`src/sv/arr_pkg.sv`:
```
package arr_pkg;

    // Flags from the compare unit
    typedef struct packed {
        logic empty;     // store holds no value
        logic full;      // store holds STORE_DEPTH values
        logic greater;   // sample is strictly greater than the top value
    } arr_cmp_t;

endpackage

```
`src/sv/ascending_run_reverser_top.sv`:
```
// Ascending run reverser: pushes values while they ascend, drains each run top first.
// Each drained word passes through a RAM read state and an output load state; a push writes directly.
// Throughput: one word per cycle while no run breaks or line ends; a run break or end-of-line
// flush stalls the input while the run drains (and a breaking item is pushed), longer under
// output stalls, set by the single read port of the run store and the serial drain sequencer.
// Reset: rst_n clears the sequencer, fill count and output valid; the store is not cleared.
module ascending_run_reverser_top #(
    parameter int STORE_DEPTH = 32,
    parameter int VALUE_BITS  = 16
) (
    input  logic                         clk,
    input  logic                         rst_n,
    input  logic                         in_valid,
    output logic                         in_stall,
    input  logic signed [VALUE_BITS-1:0] sample_value,
    input  logic                         end_of_line,
    output logic                         out_valid,
    input  logic                         out_stall,
    output logic signed [VALUE_BITS-1:0] run_value,
    output logic                         run_end,
    output logic                         forced_split,
    output logic                         line_end,
    output logic                         last_result
);

    import arr_pkg::*;

    localparam int AW = (STORE_DEPTH > 1) ? $clog2(STORE_DEPTH) : 1;
    localparam int CW = $clog2(STORE_DEPTH + 1);

    typedef enum logic [1:0] {
        ST_IDLE,
        ST_DRAIN_RD,
        ST_DRAIN_OUT,
        ST_PUSH
    } state_t;

    state_t                  state_reg;
    logic [CW-1:0]           count_reg;
    logic [VALUE_BITS-1:0]   top_reg;
    logic [VALUE_BITS-1:0]   val_reg;
    logic                    eol_reg;
    logic                    drain_forced_reg;
    logic                    drain_eol_reg;
    logic                    out_valid_reg;
    logic [VALUE_BITS-1:0]   run_value_reg;
    logic                    run_end_reg;
    logic                    forced_split_reg;
    logic                    line_end_reg;
    logic                    last_result_reg;

    arr_cmp_t                flags;
    logic                    accept;
    logic                    slot_free;
    logic                    direct_push;
    logic                    ram_we;
    logic [AW-1:0]           ram_waddr;
    logic [VALUE_BITS-1:0]   ram_wdata;
    logic [AW-1:0]           ram_raddr;
    logic [VALUE_BITS-1:0]   ram_rdata;
    logic [CW-1:0]           count_m1;
    logic                    last_of_run;

    arr_cmp #(
        .VALUE_BITS  (VALUE_BITS),
        .STORE_DEPTH (STORE_DEPTH)
    ) u_cmp (
        .sample (sample_value),
        .top    (top_reg),
        .count  (count_reg),
        .flags  (flags)
    );

    arr_ram #(
        .WIDTH (VALUE_BITS),
        .DEPTH (STORE_DEPTH)
    ) u_store (
        .clk   (clk),
        .we    (ram_we),
        .waddr (ram_waddr),
        .wdata (ram_wdata),
        .raddr (ram_raddr),
        .rdata (ram_rdata)
    );

    // Handshake and store access
    always_comb
    begin
        in_stall    = (state_reg != ST_IDLE);
        accept      = in_valid && (state_reg == ST_IDLE);
        slot_free   = !out_valid_reg || !out_stall;
        direct_push = flags.empty || (flags.greater && !flags.full);
        count_m1    = count_reg - CW'(1);
        last_of_run = (count_reg == CW'(1));
        ram_raddr   = count_m1[AW-1:0];
        ram_we      = (accept && direct_push) || (state_reg == ST_PUSH);
        ram_waddr   = count_reg[AW-1:0];
        ram_wdata   = (state_reg == ST_PUSH) ? val_reg : sample_value;
    end

    // Sequencer, fill count and output word
    always_ff @(posedge clk or negedge rst_n)
    begin
        if (!rst_n)
        begin
            state_reg        <= ST_IDLE;
            count_reg        <= '0;
            out_valid_reg    <= 1'b0;
            drain_forced_reg <= 1'b0;
            drain_eol_reg    <= 1'b0;
            eol_reg          <= 1'b0;
        end
        else
        begin
            // load a new output word, or drop the current one once it is taken
            if ((state_reg == ST_DRAIN_OUT) && slot_free)
            begin
                out_valid_reg <= 1'b1;
            end
            else if (out_valid_reg && !out_stall)
            begin
                out_valid_reg <= 1'b0;
            end

            unique case (state_reg)
                ST_IDLE:
                begin
                    if (accept)
                    begin
                        val_reg <= sample_value;
                        eol_reg <= end_of_line;
                        if (direct_push)
                        begin
                            top_reg   <= sample_value;
                            count_reg <= count_reg + CW'(1);
                            if (end_of_line)
                            begin
                                drain_forced_reg <= 1'b0;
                                drain_eol_reg    <= 1'b1;
                                state_reg        <= ST_DRAIN_RD;
                            end
                        end
                        else
                        begin
                            // run break, forced when the sample still ascends
                            drain_forced_reg <= flags.greater;
                            drain_eol_reg    <= 1'b0;
                            state_reg        <= ST_DRAIN_RD;
                        end
                    end
                end

                ST_DRAIN_RD:
                begin
                    state_reg <= ST_DRAIN_OUT;
                end

                ST_DRAIN_OUT:
                begin
                    if (slot_free)
                    begin
                        run_value_reg    <= ram_rdata;
                        run_end_reg      <= last_of_run;
                        forced_split_reg <= drain_forced_reg;
                        line_end_reg     <= last_of_run && drain_eol_reg;
                        last_result_reg  <= last_of_run && (drain_eol_reg || !eol_reg);
                        count_reg        <= count_m1;
                        if (last_of_run)
                        begin
                            state_reg <= drain_eol_reg ? ST_IDLE : ST_PUSH;
                        end
                        else
                        begin
                            state_reg <= ST_DRAIN_RD;
                        end
                    end
                end

                ST_PUSH:
                begin
                    top_reg   <= val_reg;
                    count_reg <= CW'(1);
                    if (eol_reg)
                    begin
                        drain_forced_reg <= 1'b0;
                        drain_eol_reg    <= 1'b1;
                        state_reg        <= ST_DRAIN_RD;
                    end
                    else
                    begin
                        state_reg <= ST_IDLE;
                    end
                end

                default:
                begin
                    state_reg <= ST_IDLE;
                end
            endcase
        end
    end

    // Drive the output ports
    assign out_valid    = out_valid_reg;
    assign run_value    = run_value_reg;
    assign run_end      = run_end_reg;
    assign forced_split = forced_split_reg;
    assign line_end     = line_end_reg;
    assign last_result  = last_result_reg;

endmodule

```
`src/sv/arr_ram.sv`:
```
module arr_ram #(
    parameter int WIDTH = 16,
    parameter int DEPTH = 32
) (
    input  logic                     clk,
    input  logic                     we,
    input  logic [$clog2(DEPTH)-1:0] waddr,
    input  logic [WIDTH-1:0]         wdata,
    input  logic [$clog2(DEPTH)-1:0] raddr,
    output logic [WIDTH-1:0]         rdata
);

    logic [WIDTH-1:0] mem [DEPTH];

    // Write one word, read one word with a registered output
    always_ff @(posedge clk)
    begin
        if (we)
        begin
            mem[waddr] <= wdata;
        end
        rdata <= mem[raddr];
    end

endmodule

```
`src/sv/arr_cmp.sv`:
```
module arr_cmp #(
    parameter int VALUE_BITS  = 16,
    parameter int STORE_DEPTH = 32
) (
    input  logic signed [VALUE_BITS-1:0]        sample,
    input  logic signed [VALUE_BITS-1:0]        top,
    input  logic [$clog2(STORE_DEPTH+1)-1:0]    count,
    output arr_pkg::arr_cmp_t                   flags
);

    import arr_pkg::*;

    localparam int CW = $clog2(STORE_DEPTH + 1);

    // Compare the sample against the top value and the fill level
    always_comb
    begin
        flags.greater = (sample > top);
        flags.empty   = (count == '0);
        flags.full    = (count >= CW'(STORE_DEPTH));
    end

endmodule
```
`config.mk`:
```
export PLATFORM = sky130hd
export DESIGN_NAME = ascending_run_reverser_top
export DESIGN_NICKNAME = d
export VERILOG_FILES = /design/src/sv/arr_pkg.sv /design/src/sv/ascending_run_reverser_top.sv /design/src/sv/arr_ram.sv /design/src/sv/arr_cmp.sv
export SDC_FILE = /design/constraint.sdc
export NUM_CORES = 1
export LEC_CHECK = 0
export BUFFER_PORTS_ARGS = -buffer_cell sky130_fd_sc_hd__buf_4
export CAP_MARGIN = 40
export CORE_ASPECT_RATIO = 0.75
export CORE_MARGIN = 2
export CORE_UTILIZATION = 38
export CTS_BUF_LIST = sky130_fd_sc_hd__clkbuf_4 sky130_fd_sc_hd__clkbuf_8
export DETAILED_ROUTE_END_ITERATION = 10
export PLACE_DENSITY = 0.56
export SYNTH_ARGS = -nofsm -noshare
export SYNTH_HDL_FRONTEND = slang
export SYNTH_SLANG_ARGS = --single-unit
```
`constraint.sdc`:
```
create_clock -name clk -period 3.2 [get_ports clk]
set_clock_uncertainty 0.15 [all_clocks]
set_input_delay 0.16 -clock clk [delete_from_list [all_inputs] [get_ports clk]]
set_output_delay 0.16 -clock clk [all_outputs]
set_load 0.005 [all_outputs]
```
# After elaboration in Yosys (flattened, before gate mapping)
# Memories as Yosys holds them, arrays and structs flattened. A register that Yosys moved wholly into a read port is not among the register bits.
# Index checks and enable logic that the tools add are counted.
# Widths: inputs -> output; s select.
op_classes:
  add_sub_neg: 2
  n_lt_le_gt_ge: 2
  n_eq_ne: 9
  muxes: 30
  n_reduce_logical: 28
ops:
  columns: ["operator", "n"]
  rows:
  - ["$mux 16", 3]
  - ["$pmux 16 s2", 1]
  - ["$mux 6", 3]
  - ["$pmux 6 s3", 1]
  - ["$gt 16x16->1", 1]
  - ["$mux 1", 13]
  - ["$mux 2", 6]
  - ["$reduce_and 4->1", 3]
  - ["$reduce_and 3->1", 3]
  - ["$ne 2x2->1 const B", 4]
  - ["$pmux 2 s4", 1]
  - ["$logic_and 1x1->1", 7]
  - ["$add 6x1->6 const B", 1]
  - ["$eq 6x1->1 const B", 1]
  - ["$ge 6x6->1 const B", 1]
  - ["$logic_not 6->1", 1]
  - ["$reduce_bool 2->1", 3]
  - ["$sub 6x1->6 const B", 1]
  - ["$eq 2x2->1 const B", 2]
  - ["$logic_not 1->1", 4]
  - ["$logic_or 1x1->1", 4]
  - ["$pmux 1 s2", 2]
  - ["$ne 3x3->1 const B", 1]
  - ["$reduce_bool 3->1", 1]
  - ["other kinds (3)", 3]
word_totals:
  reg_bits: 64
  ram_bits: 512
  input_bits: 21
  word_cells: 85
  n_memories: 1
memory_table:
  columns: ["memory", "depth", "width", "rd", "rd_clocked_by_memory_dff", "write_ports", "line", "text"]
  rows:
  - ["u_store.mem", 32, 16, 1, 1, 1, "arr_ram.sv:13", "logic [WIDTH-1:0] mem [DEPTH];"]

# Depth between registers and ports, before layout
depth:
  word_depth: 8
  depth_mapped: 10
  mapped_depth_nobuf: 9

# By module
# From an unflattened synthesis, not the netlist that was laid out.
unflattened:
  cells_unflattened: 1367
  area_unflattened_um2: 23542.6
modules_own_cells:
  columns: ["module", "n_inst", "cells_per_inst", "area_per_inst_um2"]
  rows:
  - ["arr_ram", 1, 1143, 20534.7]
  - ["ascending_run_reverser_top", 1, 163, 2575.0]
  - ["arr_cmp", 1, 61, 432.9]

# Worst setup path after synthesis
# OpenSTA, ideal clock, no wires.
synth_path:
  path_kind: "flip-flop to flip-flop"
  start: "register count_reg[0]"
  end: "register u_store.rdata[6] (read register of u_store.mem)"
  arrival_time_ns: 3.148
  required_ns: 2.929
  slack_ns: -0.219
  path_stages_with_launch: 10
  path_buffers: 4
  period_less_slack_ns: 3.419
  path_cell_list: "dfrtp_1 -> clkbuf_1 -> clkbuf_1 -> inv_1 -> ha_1 -> clkbuf_1 -> clkbuf_1 -> mux4_2 -> mux4_2 -> mux2_2"
synth_between:
  elab_chain_len: 1
synth_rtl:
  columns: ["element", "line", "text"]
  rows:
  - ["start, declared", "ascending_run_reverser_top.sv:39", "logic [CW-1:0] count_reg;"]
  - ["start signal, assigned", "ascending_run_reverser_top.sv:135", "count_reg <= count_reg + CW'(1);"]
  - ["start signal, assigned", "ascending_run_reverser_top.sv:167", "count_reg <= count_m1;"]
  - ["$sub 6x1->6", "ascending_run_reverser_top.sv:93", "count_m1 = count_reg - CW'(1);"]
  - ["end, declared", "arr_ram.sv:10", "output logic [WIDTH-1:0] rdata"]
# Every way passes these cells.
# A chain may end at the register's enable or synchronous reset.

# Worst setup path in the final report
layout_path:
  start: "register top_reg[14]"
  end: "memory u_store.mem[23][3] (enable)"
layout_between:
  elab_chain_len: 7
layout_rtl:
  columns: ["element", "line", "text"]
  rows:
  - ["start, declared", "ascending_run_reverser_top.sv:40", "logic [VALUE_BITS-1:0] top_reg;"]
  - ["start signal, assigned", "ascending_run_reverser_top.sv:134", "top_reg <= sample_value;"]
  - ["start signal, assigned", "ascending_run_reverser_top.sv:181", "top_reg <= val_reg;"]
  - ["$gt 16x16->1", "arr_cmp.sv:18", "flags.greater = (sample > top);"]
  - ["$logic_and 1x1->1", "ascending_run_reverser_top.sv:92", "direct_push = flags.empty || (flags.greater && !flags.full);"]
  - ["$logic_or 1x1->1", "ascending_run_reverser_top.sv:92", null]
  - ["$logic_and 1x1->1", "ascending_run_reverser_top.sv:96", "ram_we = (accept && direct_push) || (state_reg == ST_PUSH);"]
  - ["$logic_or 1x1->1", "ascending_run_reverser_top.sv:96", null]
  - ["$mux 1", "arr_ram.sv:18", "if (we)"]
  - ["$mux 1 (not written as such)", "arr_ram.sv:20", "mem[waddr] <= wdata;"]
  - ["end, declared", "arr_ram.sv:13", null]
# Every way passes these cells.

==> flow_metrics.tcl <==
set metrics [dict create \
    endpoint_kind "flop" \
    synthTopCellsByArea "edfxtp_1 (74%), mux4_2 (16%), mux2_2 (1.6%), dfxtp_1 (1.4%), dfrtp_1 (1.3%)" \
    critPathSlowestCell "a2111oi_4" \
    top_register "u_store.mem" \
    finalNetCount 1262 \
    dr.pass1.iters 5 \
    dieArea_sq_mm 0.0626 \
    slowest_delay_ns 0.40 \
    hold_viol_final 0 \
    dpl_cell_area_sq_mm 0.0253 \
    place.gp.congestion 0.792 \
    synth_cell_types 51 \
    yosysTopAreaCellShare_pct 73.5 \
    ios 43 \
    row_count 78 \
    hold_path_class "in -> reg" \
    ys_warn_count 0 \
    cp.arrival_ns 3.27 \
    required_ns 3.42 \
    slew_viol_final 0 \
    io_buffers 42 \
    powerDensity_mw_per_mm2 936 \
    path_max_fanout 32 \
    drv_cap 0 \
    grt_pass1_vias 11200 \
    die_x_um 288 \
    fillers 4965 \
    synth_nets 1066 \
    final_cells 2100 \
    post-route-drc-count 0 \
    postSynthCellCount 1024 \
    first_iter_violations 1218 \
    layout_setup_ws_ns 0.150 \
    routed_wirelength_um 57600 \
    grt_max_degree 60 \
    cts_buffer_depth 3 \
    vias 11300 \
    max_slew_margin_pct 44.9 \
    clkTransAtPathRegs_ns 0.06 \
    min_period_over_period_pct 95.3 \
    seq_area_frac_synth_pct 76.2 \
    grt-ovfl-total 0 \
    ir_worst_vdd_mv 0.558 \
    antenna_found_initial 9 \
    dpl.hpwl_um 35700 \
    ant_nets 0 \
    largest_register_ffs 512 \
    wl_per_cell_um 27.4 \
    grt_pass1_wl_um 82700 \
    status "complete, no violations" \
    synth_top_cell_by_area "edfxtp_1" \
    synthFlopType "edfxtp_1" \
    ctsHtreeMaxLevel 3 \
    async_flop_share_pct 2.03 \
    syn_to_final_growth_pct 19.0 \
    start_util_pct 38.2 \
    cp-start-kind "flop" \
    holdWs_ns 0.0875 \
    fmax_mhz 328 \
    syn-cell-area_sq_mm 0.0230 \
    synth_seq_cells 592 \
    chipHeight_um 217 \
    total_power_mw 25.6 \
    dpl_worst_slack_ns 0.128 \
    clock-sinks 592 \
    fp.coreArea_sq_mm 0.0602 \
    numCtsBuffers 92 \
    dpl.cell_count 1902 \
    synth_area_per_cell_sq_um 22.5 \
    setup_violations 0 \
    drive_gt1_share_pct 37.1 \
    worst_slew_pin_slew_ns 0.827 \
    grt_usage_pct 18.8 \
    path_class "reg -> reg" \
    post-cts-setup-buffers 0 \
    fin_area_sq_mm 0.0274 \
    cts_tree "yes" \
    synth_most_common_cell "edfxtp_1" \
    synth_edf_count 564 \
    path_cells "inv_1 -> ha_1 -> nand4_2 -> or2_4 -> nand2b_2 -> a2111oi_4 -> nor3b_4 -> o21ai_4 -> buf_12 -> and3_1 -> buf_4" \
    rsz0062_at_grt "no" \
    synthTopCellsByCount "edfxtp_1 (564), mux4_2 (160), and3_1 (34)" \
    fin_util_pct 45.5 \
    viasPerCell 5.37 \
    clock_latency_ns 0.68 \
    p_leak_nw 9.06 \
    cts_root_buf "clkbuf_8" \
    fin_crit_ns 3.05 \
    finalSetupTns_ns 0 \
]
## layout make-up
| class | count | area (sq um) | area share, % |
|---|---|---|---|
| multi-input cells | 358 | 5220 | 19.1 |
| flip-flops and latches | 592 | 17600 | 64.1 |
| clock inverters | 44 | 302 | 1.10 |
| clock buffers | 125 | 1530 | 5.59 |
| well taps | 800 | 1000 | 3.65 |
| repair buffers | 149 | 1670 | 6.08 |
| inverters | 27 | 101 | 0.370 |
| diodes | 5 | 12.5 | 0.0457 |
## critical path, delay by kind of cell (launching register included)
family | cells | cell delay, ns
compound gates | 2 | 0.58
fa+ha+maj | 1 | 0.31
buf+inv | 3 | 0.46
flops | 1 | 0.33
simple gates | 5 | 0.90
## power breakdown
| group | internal [mW] | leakage (nW) | switching (mW) | total (mW) |
|---|---|---|---|---|
| combinational | 4.38 | 2.74 | 5.37 | 9.75 |
| sequential | 9.33 | 5.36 | 0.211 | 9.54 |
| clock | 3.43 | 0.966 | 2.91 | 6.34 |
## cell families (layout without fill, tap and decap cells)
family / after synthesis / after routing / share of synthesized area [%]
AOI/OAI and AO/OA: 43 / 43 / 1.39
xor gates and xnor gates: 3 / 3 / 0.114
adders and majority gates: 21 / 21 / 1.14
buffers and inverters: 74 / 345 / 1.36
DFF: 592 / 592 / 76.2
muxes: 194 / 194 / 17.3
other: 0 / 5 / 0
and+or+nand+nor: 97 / 97 / 2.43
## cells in the final DEF, fill, tap and decap left out, types with 9 or more instances in the layout
cell type        n
edfxtp_1       564
mux4_2         160
clkbuf_8        95
buf_4           84
buf_12          38
mux2_2          32
and3_1          30
clkbuf_4        30
clkinv_1        28
inv_1           26
dlygate4sd3_1   24
ha_1            19
nand2_1         16
dfxtp_1         16
nor2_1          11
a21oi_1         11
dfrtp_1         11
clkinv_2         9
## final timing paths
path / from / to / slack, ns / cells past startpoint
max: top_reg[14]$_DFFE_PP_ / u_store.mem[23][3]$_DFFE_PP_ / 0.15 / 11
max reg2reg: top_reg[14]$_DFFE_PP_ / u_store.mem[23][3]$_DFFE_PP_ / 0.15 / 11
max in group asynchronous: rst_n / count_reg[0]$_DFFE_PN0P_ / 1.94 / 3
min reg2reg: u_store.rdata[14]$_DFF_P_ / run_value[14]$_DFFE_PP_ / 0.25 / 0
min in group asynchronous: rst_n / count_reg[3]$_DFFE_PN0P_ / 0.49 / 3
min: sample_value[13] / val_reg[13]$_DFFE_PP_ / 0.09 / 2
## what timing repair did
| item | CTS | global route |
|---|---|---|
| hold buffers | 24 | 0 |
| setup endpoints to repair | 0 | 69 |
| resized for setup | 0 | 9 |
| endpoints found under the hold margin | 68 | 0 |
## per-layer routing
layer / wire length [um] / GRT usage, % / vias up / part of all wire (%)
met2: 24100 / 25.3 / 469 / 42
met1: 28000 / 30.1 / 6003 / 49
li1: - / - / 4736 / -
met3: 4670 / 5.27 / 67 / 8.1
met4: 909 / 4.16 / 0 / 1.6
met5: 0 / 0 / - / 0
Note: power is estimated with default switching activity, not from simulation.
